### src/design/nzmie_pkg.sv
package nzmie_pkg;

    localparam int DEF_MAX_DIMS   = 4;
    localparam int DEF_INDEX_BITS = 16;

    localparam int COORD_W   = 16;
    localparam int AXIS_W    = 2;
    localparam int VALUE_W   = 32;
    localparam int DIMS_W    = 3;
    localparam int SIZE_W    = 16;
    localparam int CFG_IDX_W = 8;
    localparam int CFG_DAT_W = 16;
    localparam int Q_DEPTH   = 4;

    typedef enum logic [CFG_IDX_W-1:0] {
        REG_DIMS_IN_USE     = 8'd0,
        REG_SIZE_AXIS_ONE   = 8'd1,
        REG_SIZE_AXIS_TWO   = 8'd2,
        REG_SIZE_AXIS_THREE = 8'd3
    } nzmie_reg_t;

    typedef struct packed {
        logic not_full;
        logic not_empty;
    } nzmie_q_status_t;

    // extent of one axis; axes past three have extent one, zero reads as one
    function automatic logic [SIZE_W-1:0] axis_extent(input int axis,
                                                      input logic [SIZE_W-1:0] s1,
                                                      input logic [SIZE_W-1:0] s2,
                                                      input logic [SIZE_W-1:0] s3);
        logic [SIZE_W-1:0] s;
        s = SIZE_W'(1);
        if (axis == 1) s = s1;
        else if (axis == 2) s = s2;
        else if (axis == 3) s = s3;
        if (s == '0) s = SIZE_W'(1);
        return s;
    endfunction

endpackage

### src/design/nonzero_multi_index_emitter_unit.sv
// nonzero coordinate emitter
// s_ channel takes array elements in row-major order, one request per element;
// s_tlast marks the final element and restarts the index counter after it.
// m_ channel gives, for each nonzero element, one request per axis from axis 0
// upward: the coordinate in m_tdata, the axis in m_tuser, m_tlast on the last
// coordinate of the row. zero elements give nothing.
// cfg_ channel writes dims_in_use and the extents of axes 1 to 3; the user must
// write them only while idle; the block itself does not enforce it.
// an element is accepted every cycle while the four-entry queue has room; a
// nonzero element occupies the output for one coordinate per axis in use, so
// with steady nonzero input the single output register sets the rate, emitting
// one coordinate per cycle while m_tready is high, each loaded from the queue.
// when m_tready is low the output holds and the queue fills; once full, s_tready
// falls until the back end drains an entry.
// reset (aresetn low, synchronous) clears the counter, queue and output valid and
// returns every register to 1.
module nonzero_multi_index_emitter_unit import nzmie_pkg::*; #(
    parameter int MAX_DIMS   = DEF_MAX_DIMS,
    parameter int INDEX_BITS = DEF_INDEX_BITS
) (
    input  logic                 aclk,
    input  logic                 aresetn,
    input  logic                 cfg_valid,
    output logic                 cfg_ready,
    input  logic [CFG_IDX_W-1:0] cfg_index,
    input  logic [CFG_DAT_W-1:0] cfg_data,
    input  logic                 s_tvalid,
    output logic                 s_tready,
    input  logic [VALUE_W-1:0]   s_tdata,   // [31:0] element_value
    input  logic                 s_tlast,   // final_element
    output logic                 m_tvalid,
    input  logic                 m_tready,
    output logic [COORD_W-1:0]   m_tdata,   // [15:0] coordinate
    output logic [AXIS_W-1:0]    m_tuser,   // [1:0] axis_number
    output logic                 m_tlast    // row_end
);

    localparam int DW = $clog2(MAX_DIMS + 1);
    localparam int EW = MAX_DIMS * COORD_W + DW;

    nzmie_q_status_t q_status;
    logic            push, pop;
    logic [EW-1:0]   push_data, head_data;

    nzmie_front #(
        .MAX_DIMS   (MAX_DIMS),
        .INDEX_BITS (INDEX_BITS)
    ) u_front (
        .aclk      (aclk),
        .aresetn   (aresetn),
        .cfg_valid (cfg_valid),
        .cfg_ready (cfg_ready),
        .cfg_index (cfg_index),
        .cfg_data  (cfg_data),
        .s_tvalid  (s_tvalid),
        .s_tready  (s_tready),
        .s_tdata   (s_tdata),
        .s_tlast   (s_tlast),
        .q_status  (q_status),
        .push      (push),
        .push_data (push_data)
    );

    nzmie_queue #(
        .EW (EW)
    ) u_queue (
        .aclk      (aclk),
        .aresetn   (aresetn),
        .push      (push),
        .push_data (push_data),
        .pop       (pop),
        .head_data (head_data),
        .status    (q_status)
    );

    nzmie_back #(
        .MAX_DIMS (MAX_DIMS)
    ) u_back (
        .aclk      (aclk),
        .aresetn   (aresetn),
        .q_status  (q_status),
        .head_data (head_data),
        .pop       (pop),
        .m_tvalid  (m_tvalid),
        .m_tready  (m_tready),
        .m_tdata   (m_tdata),
        .m_tuser   (m_tuser),
        .m_tlast   (m_tlast)
    );

endmodule

### src/design/nzmie_front.sv
module nzmie_front import nzmie_pkg::*; #(
    parameter int MAX_DIMS   = DEF_MAX_DIMS,
    parameter int INDEX_BITS = DEF_INDEX_BITS,
    localparam int DW        = $clog2(MAX_DIMS + 1),
    localparam int EW        = MAX_DIMS * COORD_W + DW
) (
    input  logic                 aclk,
    input  logic                 aresetn,
    input  logic                 cfg_valid,
    output logic                 cfg_ready,
    input  logic [CFG_IDX_W-1:0] cfg_index,
    input  logic [CFG_DAT_W-1:0] cfg_data,
    input  logic                 s_tvalid,
    output logic                 s_tready,
    input  logic [VALUE_W-1:0]   s_tdata,
    input  logic                 s_tlast,
    input  nzmie_q_status_t      q_status,
    output logic                 push,
    output logic [EW-1:0]        push_data
);

    localparam int CW = (INDEX_BITS + 1 > SIZE_W + 1) ? INDEX_BITS + 1 : SIZE_W + 1;

    logic [DIMS_W-1:0]     dims_reg;
    logic [SIZE_W-1:0]     size1_reg, size2_reg, size3_reg;
    logic [INDEX_BITS-1:0] cnt_reg  [MAX_DIMS];
    logic [INDEX_BITS-1:0] cnt_next [MAX_DIMS];
    logic [DW-1:0]         d_act;
    logic                  accept;

    assign cfg_ready = 1'b1;

    always_ff @(posedge aclk) begin
        if (!aresetn) begin
            dims_reg  <= DIMS_W'(1);
            size1_reg <= SIZE_W'(1);
            size2_reg <= SIZE_W'(1);
            size3_reg <= SIZE_W'(1);
        end else if (cfg_valid) begin
            unique case (cfg_index)
                REG_DIMS_IN_USE:     dims_reg  <= cfg_data[DIMS_W-1:0];
                REG_SIZE_AXIS_ONE:   size1_reg <= cfg_data[SIZE_W-1:0];
                REG_SIZE_AXIS_TWO:   size2_reg <= cfg_data[SIZE_W-1:0];
                REG_SIZE_AXIS_THREE: size3_reg <= cfg_data[SIZE_W-1:0];
                default: ;
            endcase
        end
    end

    always_comb begin
        int dv;
        dv = int'(dims_reg);
        if (dv == 0) dv = 1;
        if (dv > MAX_DIMS) dv = MAX_DIMS;
        d_act = DW'(dv);
    end

    assign s_tready = q_status.not_full;
    assign accept   = s_tvalid && s_tready;
    assign push     = accept && (s_tdata != '0);

    always_comb begin
        push_data = '0;
        for (int a = 0; a < MAX_DIMS; a++) begin
            if (a < int'(d_act)) push_data[a*COORD_W +: COORD_W] = COORD_W'(cnt_reg[a]);
        end
        push_data[EW-1 -: DW] = d_act;
    end

    // mixed-radix advance; wrap tests are independent, only the carry ripples
    always_comb begin
        logic          c;
        logic [CW-1:0] inc;
        c = 1'b1;
        for (int a = 0; a < MAX_DIMS; a++) cnt_next[a] = '0;
        for (int a = MAX_DIMS - 1; a >= 1; a--) begin
            inc = CW'(cnt_reg[a]) + CW'(1);
            if (a < int'(d_act)) begin
                if (inc >= CW'(axis_extent(a, size1_reg, size2_reg, size3_reg))) begin
                    cnt_next[a] = c ? '0 : cnt_reg[a];
                end else begin
                    cnt_next[a] = c ? INDEX_BITS'(inc) : cnt_reg[a];
                    c = 1'b0;
                end
            end
        end
        cnt_next[0] = cnt_reg[0];
        if (c && (cnt_reg[0] != '1)) cnt_next[0] = cnt_reg[0] + INDEX_BITS'(1);
        if (s_tlast) begin
            for (int a = 0; a < MAX_DIMS; a++) cnt_next[a] = '0;
        end
    end

    always_ff @(posedge aclk) begin
        if (!aresetn) begin
            for (int a = 0; a < MAX_DIMS; a++) cnt_reg[a] <= '0;
        end else if (accept) begin
            for (int a = 0; a < MAX_DIMS; a++) cnt_reg[a] <= cnt_next[a];
        end
    end

endmodule

### src/design/nzmie_queue.sv
module nzmie_queue import nzmie_pkg::*; #(
    parameter int EW = 8
) (
    input  logic            aclk,
    input  logic            aresetn,
    input  logic            push,
    input  logic [EW-1:0]   push_data,
    input  logic            pop,
    output logic [EW-1:0]   head_data,
    output nzmie_q_status_t status
);

    localparam int PW = $clog2(Q_DEPTH);

    logic [EW-1:0] mem_reg [Q_DEPTH];
    logic [PW-1:0] wr_ptr_reg, rd_ptr_reg;
    logic [PW:0]   count_reg;

    assign status.not_full  = (count_reg != (PW+1)'(Q_DEPTH));
    assign status.not_empty = (count_reg != '0);
    assign head_data        = mem_reg[rd_ptr_reg];

    always_ff @(posedge aclk) begin
        if (push) mem_reg[wr_ptr_reg] <= push_data;
    end

    always_ff @(posedge aclk) begin
        if (!aresetn) begin
            wr_ptr_reg <= '0;
            rd_ptr_reg <= '0;
            count_reg  <= '0;
        end else begin
            if (push) wr_ptr_reg <= wr_ptr_reg + PW'(1);
            if (pop)  rd_ptr_reg <= rd_ptr_reg + PW'(1);
            unique case ({push, pop})
                2'b10:   count_reg <= count_reg + (PW+1)'(1);
                2'b01:   count_reg <= count_reg - (PW+1)'(1);
                default: count_reg <= count_reg;
            endcase
        end
    end

endmodule

### src/design/nzmie_back.sv
module nzmie_back import nzmie_pkg::*; #(
    parameter int MAX_DIMS = DEF_MAX_DIMS,
    localparam int DW      = $clog2(MAX_DIMS + 1),
    localparam int EW      = MAX_DIMS * COORD_W + DW,
    localparam int AXW     = (MAX_DIMS > 1) ? $clog2(MAX_DIMS) : 1
) (
    input  logic               aclk,
    input  logic               aresetn,
    input  nzmie_q_status_t    q_status,
    input  logic [EW-1:0]      head_data,
    output logic               pop,
    output logic               m_tvalid,
    input  logic               m_tready,
    output logic [COORD_W-1:0] m_tdata,
    output logic [AXIS_W-1:0]  m_tuser,
    output logic               m_tlast
);

    logic [AXW-1:0]     axis_reg;
    logic               valid_reg;
    logic [COORD_W-1:0] coord_reg;
    logic [AXIS_W-1:0]  axis_out_reg;
    logic               last_reg;
    logic               load, last_axis;
    logic [DW-1:0]      head_dims;

    assign head_dims = head_data[EW-1 -: DW];
    assign load      = q_status.not_empty && (!valid_reg || m_tready);
    assign last_axis = (int'(axis_reg) == int'(head_dims) - 1);
    assign pop       = load && last_axis;

    always_ff @(posedge aclk) begin
        if (!aresetn) begin
            valid_reg <= 1'b0;
            axis_reg  <= '0;
        end else begin
            if (load) valid_reg <= 1'b1;
            else if (m_tready) valid_reg <= 1'b0;
            if (load) axis_reg <= last_axis ? '0 : axis_reg + AXW'(1);
        end
    end

    always_ff @(posedge aclk) begin
        if (load) begin
            coord_reg    <= head_data[int'(axis_reg)*COORD_W +: COORD_W];
            axis_out_reg <= AXIS_W'(axis_reg);
            last_reg     <= last_axis;
        end
    end

    assign m_tvalid = valid_reg;
    assign m_tdata  = coord_reg;
    assign m_tuser  = axis_out_reg;
    assign m_tlast  = last_reg;

endmodule

### config.mk
export PLATFORM = sky130hd
export DESIGN_NAME = nonzero_multi_index_emitter_unit
export DESIGN_NICKNAME = d
export VERILOG_FILES = /design/src/design/nzmie_pkg.sv /design/src/design/nonzero_multi_index_emitter_unit.sv /design/src/design/nzmie_front.sv /design/src/design/nzmie_queue.sv /design/src/design/nzmie_back.sv
export SDC_FILE = /design/constraint.sdc
export NUM_CORES = 1
export LEC_CHECK = 0
export BUFFER_PORTS_ARGS = -buffer_cell sky130_fd_sc_hd__buf_4
export CAP_MARGIN = 30
export CORE_UTILIZATION = 50
export DETAILED_ROUTE_END_ITERATION = 12
export GPL_TIMING_DRIVEN = 1
export PLACE_DENSITY = 0.66
export SYNTH_ARGS = -nofsm -noshare
export SYNTH_HDL_FRONTEND = slang
export SYNTH_SLANG_ARGS = --single-unit
### constraint.sdc
create_clock -name aclk -period 6.8 [get_ports aclk]
set_clock_uncertainty 0.2 [all_clocks]
set_input_delay 0 -clock aclk [delete_from_list [all_inputs] [get_ports aclk]]
set_output_delay 0 -clock aclk [all_outputs]
set_load 0.05 [all_outputs]
==> impl_metrics.toml, run 1 <==
[synthesis]
synthTopCellsByCount = "edfxtp_1 (351), nor2b_1 (112), mux4_2 (83), inv_1 (70), dfxtp_1 (63)"
ys_warn_count = 0
synth_top_area_share_pct = 57.36
synth-edff-count = 351
synthMostInstantiatedCell = "edfxtp_1"
syn_inst = 1204
synth_area_leaders = "edfxtp_1 (57%), mux4_2 (10%), dfxtp_1 (6.9%)"
yosysTopAreaCell = "edfxtp_1"
syn_area_per_cell_um2 = 15.26
synth_cell_types = 58
synth_nets = 1325
async_reset_ff_share_pct = 0
synth_seq_cells = 414
syn_area_mm2 = 0.01837
seq_area_frac_synth_pct = 64.23
ys_dominant_reg_cell = "edfxtp_1"

[timing]
hold_viol_final = 0
min_period_ns = 4.519
rsz0062_at_grt = "false"
setup_violations = 0
fmax_ghz = 0.2213
tightest_slew_ns = 0.9963
maxSlewHeadroom_pct = 33.58
fin_crit_sh_pct = 66.45
slew_violations = 0
setup-tns-final_ns = 0

[routing]
wl_met1_um = 17090
wirelength_um = 38380
post_drt_wl_per_cell_um = 21.18
firstDrtPassIters = 5
drtAntennaViolNets = 0
drc = 0
top_layer = "met4"
wl_met3_um = 1410
via_per_inst = 5.520
route.met2.wl_um = 19090
num_vias = 10003
first_iter_violations = 644

[clock_tree]
cts_tree = "done"
numClockSinks = 414
ctsRootBufferMaster = "clkbuf_16"
numCtsBuffers = 43
clockBufferDepth = 3
post_cts_buffers = 0
clkSlewWorstSetupHoldPaths_ns = 0.06
clkLatencyLatePin_ns = 0.54
htreeDepth = 2

[floorplanning]
die_w_um = 193.7
start_util_pct = 51.28
io_pins = 84
die-area_mm2 = 0.03752
die_y_um = 193.7
std_cell_rows = 69
core_area_mm2 = 0.03583

[critical_path]
ff2ff_path_depth = 12
crit_slowest_cell = "nor3_1"
path_delay_family = "compound AO/OA/AOI/OAI gates"
reg2reg_from = "u_front.cnt_reg[2][0]"
crit_path_end_kind = "flop"
startpoint_type = "flop"
critical_path_depth = 12
slowest_delay_ns = 0.55
r2r-end = "u_front.cnt_reg[0][4]"
reg2reg_slack_ns = 2.28
crit_chain = "ha_1, nand3_1, nor3_1, nand2_1, xnor2_1, ha_1, a21o_1, a211oi_1, o21ai_0, a211oi_1, o21bai_1, o221ai_2"
cp_max_fo = 16
worstSetupPathType = "reg -> reg"
cp.buffers_inverters = 0
worstSetupEndpoint = "u_front.cnt_reg[0][4]"
cp.arrival_ns = 4.46
startpoint = "u_front.cnt_reg[2][0]"
required_ns = 6.74

[global_routing]
antenna_found_initial = 2
grt_max_degree = 68
grt_pass1_wl_um = 59500
grt_pass1_vias = 10165
grt_overflow = 0
grt_util_all_layers_pct = 20.84

[hold_path]
hold_path.startpoint = "cfg_index[2]"
holdPathStages = 5
hold_class = "in -> reg"

[pwr]
peakVddDrop_mv = 0.1766
p_leak_nw = 7.801
power_mw = 6.953
p_per_area_mw_per_mm2 = 329.2

[layout]
seq_area_mm2 = 0.01181
drive_above_1_share_pct = 19.17
nets = 1441
layout.cells.non_filler = 1812
areaGrowthSynthToFinish_pct = 14.95
diodes = 0
largest_reg_flops = 268
n_fill_cell = 2737
multiInputGateArea_mm2 = 0.006087

[place]
gp_congestion = 0.8202
placed_cells = 1704
io_buffer_count = 82
hpwl_um = 25720

[run_status]
status = "completed"

[flow_run]
maxCapViolCount = 0
metal layers:
layer | up-vias | GRT usage (%)
met1 | 4999 | 28.31
met4 | 0 | 5.867
met2 | 201 | 35.59
li1 | 4756 | -
met5 | - | 0
met3 | 47 | 2.470
what timing repair did:
action	4_1_cts	5_1_grt
hold endpoints to repair	90	1
resized for setup	0	0
hold buffers	28	2
how the worst min path moves through the flow:
stage                       endpoint
2_1_floorplan   u_front.size1_reg[0]
3_3_place_gp    u_front.size1_reg[0]
3_5_place_dp         u_back.m_tvalid
4_1_cts        u_front.size1_reg[13]
5_1_grt         u_front.size3_reg[7]
6_report       u_front.size1_reg[13]
report_power, final:
group          leakage (nW)  switching [mW]  internal, mW
logic                  3.04           0.848         0.696
registers              4.13           0.158          3.08
clock network         0.635           0.941          1.23
total                  7.80            1.95          5.01
logic make-up after synthesis:
kind of cell | synth area share, %
flops | 64.23
simple gates | 10.42
other cells | 0.02041
xor+xnor | 2.908
fa+ha+maj | 4.059
compound gates | 2.520
mux | 13.01
buf+inv | 2.840
worst min-delay path: stages:
cell and delay, ns:
buf_4 0.09, nor4_4 0.05, nand3b_1 0.35, mux2i_1 0.13
nor2b_1 0.09
cell usage in the layout, fill, tap and decap left out, types with 7 or more instances in the layout:
master           n
mux2i_1         52
nand4_1         11
and3_1          23
nand2_1         43
inv_1           70
dfxtp_1         61
nand3_1         31
ha_1            58
clkinv_2        11
a21o_1          10
dlygate4sd3_1   30
nor4_1          17
clkbuf_1         7
buf_4           95
o21ai_0          8
clkinv_1         7
nor3_1          12
edfxtp_1       351
a21oi_1         16
xnor2_1         31
xor2_1          30
clkbuf_16       44
and2_1          27
mux4_2          83
nor2_1          36
nor2b_1        112
cell type report:
cell class,instances,area share (%)
timing repair buffer,129,5.166
inverter,71,1.262
multi-input combinational,661,28.82
clock buffer,52,5.403
sequential,414,55.90
clock inverter,24,0.7168
tap,461,2.731
stage by stage:
stage          instance area (um^2)  hold WS, ns  util, %  worst slack [ns]
3_3_place_gp                  19450      0.08048    54.29             2.371
2_1_floorplan                 18370     -0.07489        -             1.931
3_5_place_dp                  19480      0.08876    54.38             2.222
4_1_cts                       21060     0.001297    58.77             2.203
6_report                      21120      0.02294    58.95             2.281
5_1_grt                       21120      0.06403    58.95             2.035
No activity file was read; power rests on OpenSTA's default activity.
==> run 2, diff against run 1 <==
Settings changed: PLACE_DENSITY 0.66 to 0.69.
Clock period 6.8 ns to 3.84 ns, I/O delays scaled along.
==> run 2 against run 1 <==
Compared with the run above: first-iteration DRC count grew 24%; cell count grew 1.3%; global-route usage barely moved; combinational power up 85%; via count up 2.5%; total power rose by 84%; highest routed layer unchanged; critical endpoint is now u_queue.count_reg[2].
==> impl_metrics.toml, run 2 (same netlist as run 1, synthesis figures left out) <==
[run_status]
status = "completed"

[pwr]
p_leak_nw = 8.002
peakVddDrop_mv = 0.3669
p_per_area_mw_per_mm2 = 593.0
power_mw = 12.77

[flow_run]
maxCapViolCount = 0

[layout]
drive_above_1_share_pct = 20.65
areaGrowthSynthToFinish_pct = 17.17
layout.cells.non_filler = 1836
postLayoutCoreUtil_pct = 60.09
multiInputGateArea_mm2 = 0.006108
nets = 1461
layout_common_cells = "edfxtp_1 (351), nor2b_1 (112), buf_4 (105)"
layout_commonest_cell = "edfxtp_1"
fin_area_mm2 = 0.02153
diodes = 0
largest_reg_flops = 268
n_fill_cell = 2671
seq_area_mm2 = 0.01181

[place]
io_buffer_count = 82
placed_area_mm2 = 0.01970
placed_cells = 1722
post-place-ws_ns = -0.04567
gp_congestion = 0.8680
hpwl_um = 25930

[timing]
fin_crit_sh_pct = 95.37
fmax_ghz = 0.2731
rsz0062_at_grt = "false"
whs_ns = 0.03149
setup_violations = 0
hold_viol_final = 0
min_period_ns = 3.662
maxSlewHeadroom_pct = 32.73
setup_ws_ns = 0.1778
setup-tns-final_ns = 0
slew_violations = 0
tightest_slew_ns = 1.009

[clock_tree]
clkLatencyLatePin_ns = 0.54
post_cts_buffers = 0
clkSlewWorstSetupHoldPaths_ns = 0.06
numClockSinks = 414
ctsRootBufferMaster = "clkbuf_16"
cts_tree = "done"
htreeDepth = 2
clockBufferDepth = 3
numCtsBuffers = 44

[routing]
firstDrtPassIters = 5
via_per_inst = 5.584
drtAntennaViolNets = 0
first_iter_violations = 798
drc = 0
num_vias = 10253
wirelength_um = 38420
post_drt_wl_per_cell_um = 20.93

[critical_path]
crit_path_end_kind = "flop"
r2r-end = "u_queue.count_reg[2]"
critical_path_depth = 13
worstSetupPathType = "reg -> reg"
startpoint_type = "flop"
cp.buffers_inverters = 2
reg2reg_slack_ns = 0.18
crit_slowest_cell = "mux4_2"
path_delay_family = "adder cells"
slowest_delay_ns = 0.56
cp_max_fo = 6
cp.arrival_ns = 3.93
crit_chain = "mux4_2, inv_1, ha_1, xor2_1, nand2_1, or3_1, o21ai_2, ha_1, inv_1, fa_1, xor2_1, or3_1, a21boi_0"
worstSetupEndpoint = "u_queue.count_reg[2]"
required_ns = 4.11
ff2ff_path_depth = 13

[global_routing]
grt_max_degree = 67
grt_util_all_layers_pct = 20.84
antenna_found_initial = 2
grt_pass1_vias = 10578
met1_usage_pct = 28.16
grt_pass1_wl_um = 59700
grt-busiest-layer = "met2"
grt_util_met3_pct = 3.514
gr-usage-met2_pct = 35.21
grt_overflow = 0

[floorplanning]
die_w_um = 193.7
die-area_mm2 = 0.03752
die_y_um = 193.7
std_cell_rows = 69
core_area_mm2 = 0.03583
start_util_pct = 51.28
io_pins = 84

[hold_path]
hold_class = "in -> reg"
## run 2: changes by cell type in the layout (fill, tap and decap cells not counted), moves of 2 or more
cell / delta
clkbuf_8: +4
clkinv_1: -2
bufinv_16: +4
dlygate4sd3_1: +3
buf_4: +10
clkbuf_1: +2
buf_12: +6
clkinv_2: -7
## run 2: worst reg2reg max path: cells and delay by family, from the launching register on
kind | cells | cell delay [ns]
adder cells (fa/ha/maj) | 3 | 0.82
AND/OR/NAND/NOR | 3 | 0.72
multiplexers | 1 | 0.56
XOR/XNOR | 2 | 0.40
AO/OA/AOI/OAI | 2 | 0.37
flip-flops | 1 | 0.36
buffers and inverters | 2 | 0.14
## run 2: cell type report
cell class	instances	share of cell area, %
Timing Repair Buffer	148	6.039
Sequential cell	414	54.84
Inverter	71	1.238
Multi-Input combinational cell	661	28.37
Clock buffer	59	5.614
Clock inverter	22	1.215
Tap cell	461	2.679
## run 2: what timing repair did
action                                  in CTS  in global routing
endpoints found under the setup margin      32                 67
endpoints found under the hold margin       85                  0
gates resized for setup                      2                  5
pin swaps                                    0                  1
hold buffers                                33                  0
## run 2: power breakdown
| group | switching (mW) | leakage, nW | total (mW) | internal, mW |
|---|---|---|---|---|
| Combinational | 1.61 | 3.16 | 2.85 | 1.24 |
| Sequential | 0.210 | 4.13 | 5.66 | 5.45 |
| Clock | 1.70 | 0.710 | 4.26 | 2.56 |
| Total | 3.52 | 8.00 | 12.8 | 9.25 |
## run 2: worst min-delay path by stage
stage / start / end / slack [ns] / cells after the start
6_report: s_tlast / u_front.cnt_reg[0][1] / 0.03 / 5
5_1_grt: s_tlast / u_front.cnt_reg[0][15] / 0.04 / 4
4_1_cts: cfg_index[5] / u_front.size3_reg[10] / 0.02 / 5
3_5_place_dp: m_tready / u_back.m_tvalid / 0.09 / 4
3_3_place_gp: cfg_data[0] / u_front.size3_reg[0] / 0.08 / 3
2_1_floorplan: cfg_data[0] / u_front.size1_reg[0] / -0.07 / 2
## run 2: routing by layer
layer | share of wire [%] | wire length (um)
met4 | 1.7 | 672
met3 | 4.9 | 1898
met5 | 0 | 0
met1 | 44 | 16820
met2 | 50 | 19030
==> run 3, diff against run 2 <==
Settings changed: PLACE_DENSITY 0.69 to 0.66.
Clock period 3.84 ns to 3.88 ns, I/O delays scaled along.
==> run 3 against run 2 <==
Compared with the run above: maximum frequency hardly changed; combinational power about the same; global-route usage is 0.20 points higher; cell area is 0.35% lower; flip-flop and latch count did not move; register-to-register slack improved by 0.04 ns; die area unchanged.
==> impl_metrics.toml, run 3 (same netlist as run 1, synthesis figures left out) <==
[run_status]
status = "completed"

[place]
gp_congestion = 0.8461
placed_area_mm2 = 0.01977
post-place-ws_ns = 0.0009710
io_buffer_count = 82
hpwl_um = 26180

[critical_path]
worstSetupPathType = "reg -> reg"
startpoint_type = "flop"
cp.arrival_ns = 3.94
ff2ff_path_depth = 13
cp_max_fo = 6
required_ns = 4.15
r2r-end = "u_queue.count_reg[2]"
crit_path_end_kind = "flop"
reg2reg_slack_ns = 0.21

[timing]
setup_ws_ns = 0.2145
setup_violations = 0
setup-tns-final_ns = 0
min_period_ns = 3.666
rsz0062_at_grt = "false"
whs_ns = 0.07046
slew_violations = 0
fin_crit_sh_pct = 94.47
tightest_slew_ns = 0.9967
hold_viol_final = 0
maxSlewHeadroom_pct = 33.55
fmax_ghz = 0.2728

[global_routing]
grt_util_all_layers_pct = 21.04
grt_max_degree = 68
grt_pass1_wl_um = 60220
grt_overflow = 0
antenna_found_initial = 0
grt_pass1_vias = 10387

[pwr]
p_leak_nw = 7.989
p_per_area_mw_per_mm2 = 570.1
netSwitchingFraction_pct = 28.03
power_mw = 12.23
power.internal_mw = 8.802
p_seq_share_pct = 45.7
p_clk_share_pct = 31.3
power.net_switching_mw = 3.427
combPwrFrac_pct = 23.1
peakVddDrop_mv = 0.3786

[floorplanning]
std_cell_rows = 69
die_y_um = 193.7
start_util_pct = 51.28
io_pins = 84
core_area_mm2 = 0.03583
die-area_mm2 = 0.03752
die_w_um = 193.7

[clock_tree]
clockBufferDepth = 3
ctsRootBufferMaster = "clkbuf_16"
clkLatencyLatePin_ns = 0.56
clkSlewWorstSetupHoldPaths_ns = 0.06
numCtsBuffers = 43
cts_tree = "done"
htreeDepth = 2
numClockSinks = 414

[routing]
drc = 0
drtAntennaViolNets = 0
via_per_inst = 5.530
num_vias = 10209
firstDrtPassIters = 5
wirelength_um = 38320
first_iter_violations = 620
post_drt_wl_per_cell_um = 20.76

[layout]
nets = 1478
drive_above_1_share_pct = 20.87
largest_reg_flops = 268
diodes = 0
fin_area_mm2 = 0.02145
areaGrowthSynthToFinish_pct = 16.76
layout_common_cells = "edfxtp_1 (351), buf_4 (127), nor2b_1 (112)"
layout_commonest_cell = "edfxtp_1"

[hold_path]
hold_path.startpoint = "cfg_data[7]"
hold_end = "u_front.size3_reg[7]"
holdPathStages = 4
hold_class = "in -> reg"

[flow_run]
maxCapViolCount = 0
[run 3: cell types whose count changed in the layout (fill, tap and decap cells not counted), sizes merged]
cell	delta
clkbuf	+6
buf	+18
inv	-2
clkinv	-3
bufinv	-5
clkinvlp	-4
[run 3: cell type report]
| type | instances | area (um^2) |
|---|---|---|
| sequential | 414 | 11810 |
| multi-input combinational | 661 | 6113 |
| timing repair buffer | 166 | 1390 |
| inverter | 71 | 266.5 |
| clock inverter | 8 | 78.83 |
| tap | 461 | 576.8 |
| fill | 2693 | 14380 |
| clock buffer | 65 | 1221 |
[run 3: timing repair]
action	CTS	global route
pin swaps	0	1
hold endpoints to repair	87	16
endpoints found under the setup margin	16	49
buffers inserted	0	1
resized for setup	1	5
hold buffers	32	1
[run 3: power groups by stage]
stage | registers, mW | clock network [mW] | logic [mW]
2_1_floorplan | 6.04 | 0 | 1.61
3_3_place_gp | 5.66 | 0 | 2.80
3_5_place_dp | 5.68 | 0 | 2.82
4_1_cts | 5.59 | 3.89 | 2.86
5_1_grt | 5.64 | 4.07 | 3.02
6_report | 5.59 | 3.82 | 2.82
[run 3: per-layer routing]
metal	wire (um)	part of all wire (%)	up-vias	GRT usage, %
li1	-	-	4819	-
met1	17210	45	5069	29.54
met2	18510	48	262	34.42
met3	1782	4.7	59	3.201
met4	815	2.1	0	5.719
met5	0	0	-	0
[run 3: worst max-delay path: stages (launching register included)]
cell      delay (ns)
dfxtp_4         0.37
mux4_2          0.57
inv_1           0.08
ha_1            0.25
xor2_2          0.19
nand2_1         0.09
or3_1           0.36
o21ai_2         0.22
ha_1            0.23
inv_1           0.06
fa_1            0.37
xor2_1          0.15
or3_1           0.30
a21boi_0        0.15
[run 3: worst max path at each step]
stage,startpoint,to
2_1_floorplan,u_queue.count_reg[0],u_queue.mem_reg[0][0]
3_3_place_gp,u_front.cnt_reg[2][0],u_front.cnt_reg[0][5]
3_5_place_dp,u_front.cnt_reg[1][1],u_front.cnt_reg[0][4]
4_1_cts,u_front.cnt_reg[3][1],u_front.cnt_reg[2][9]
5_1_grt,flop,u_queue.count_reg[2]
6_report,flop,u_queue.count_reg[2]
[run 3: stage by stage]
stage	instances	utilization, %
final	1846	59.88
after global routing	1846	59.88
after floorplan	1204	-
after detailed placement	1739	55.19
after global placement	1738	55.15
after CTS	1844	59.74
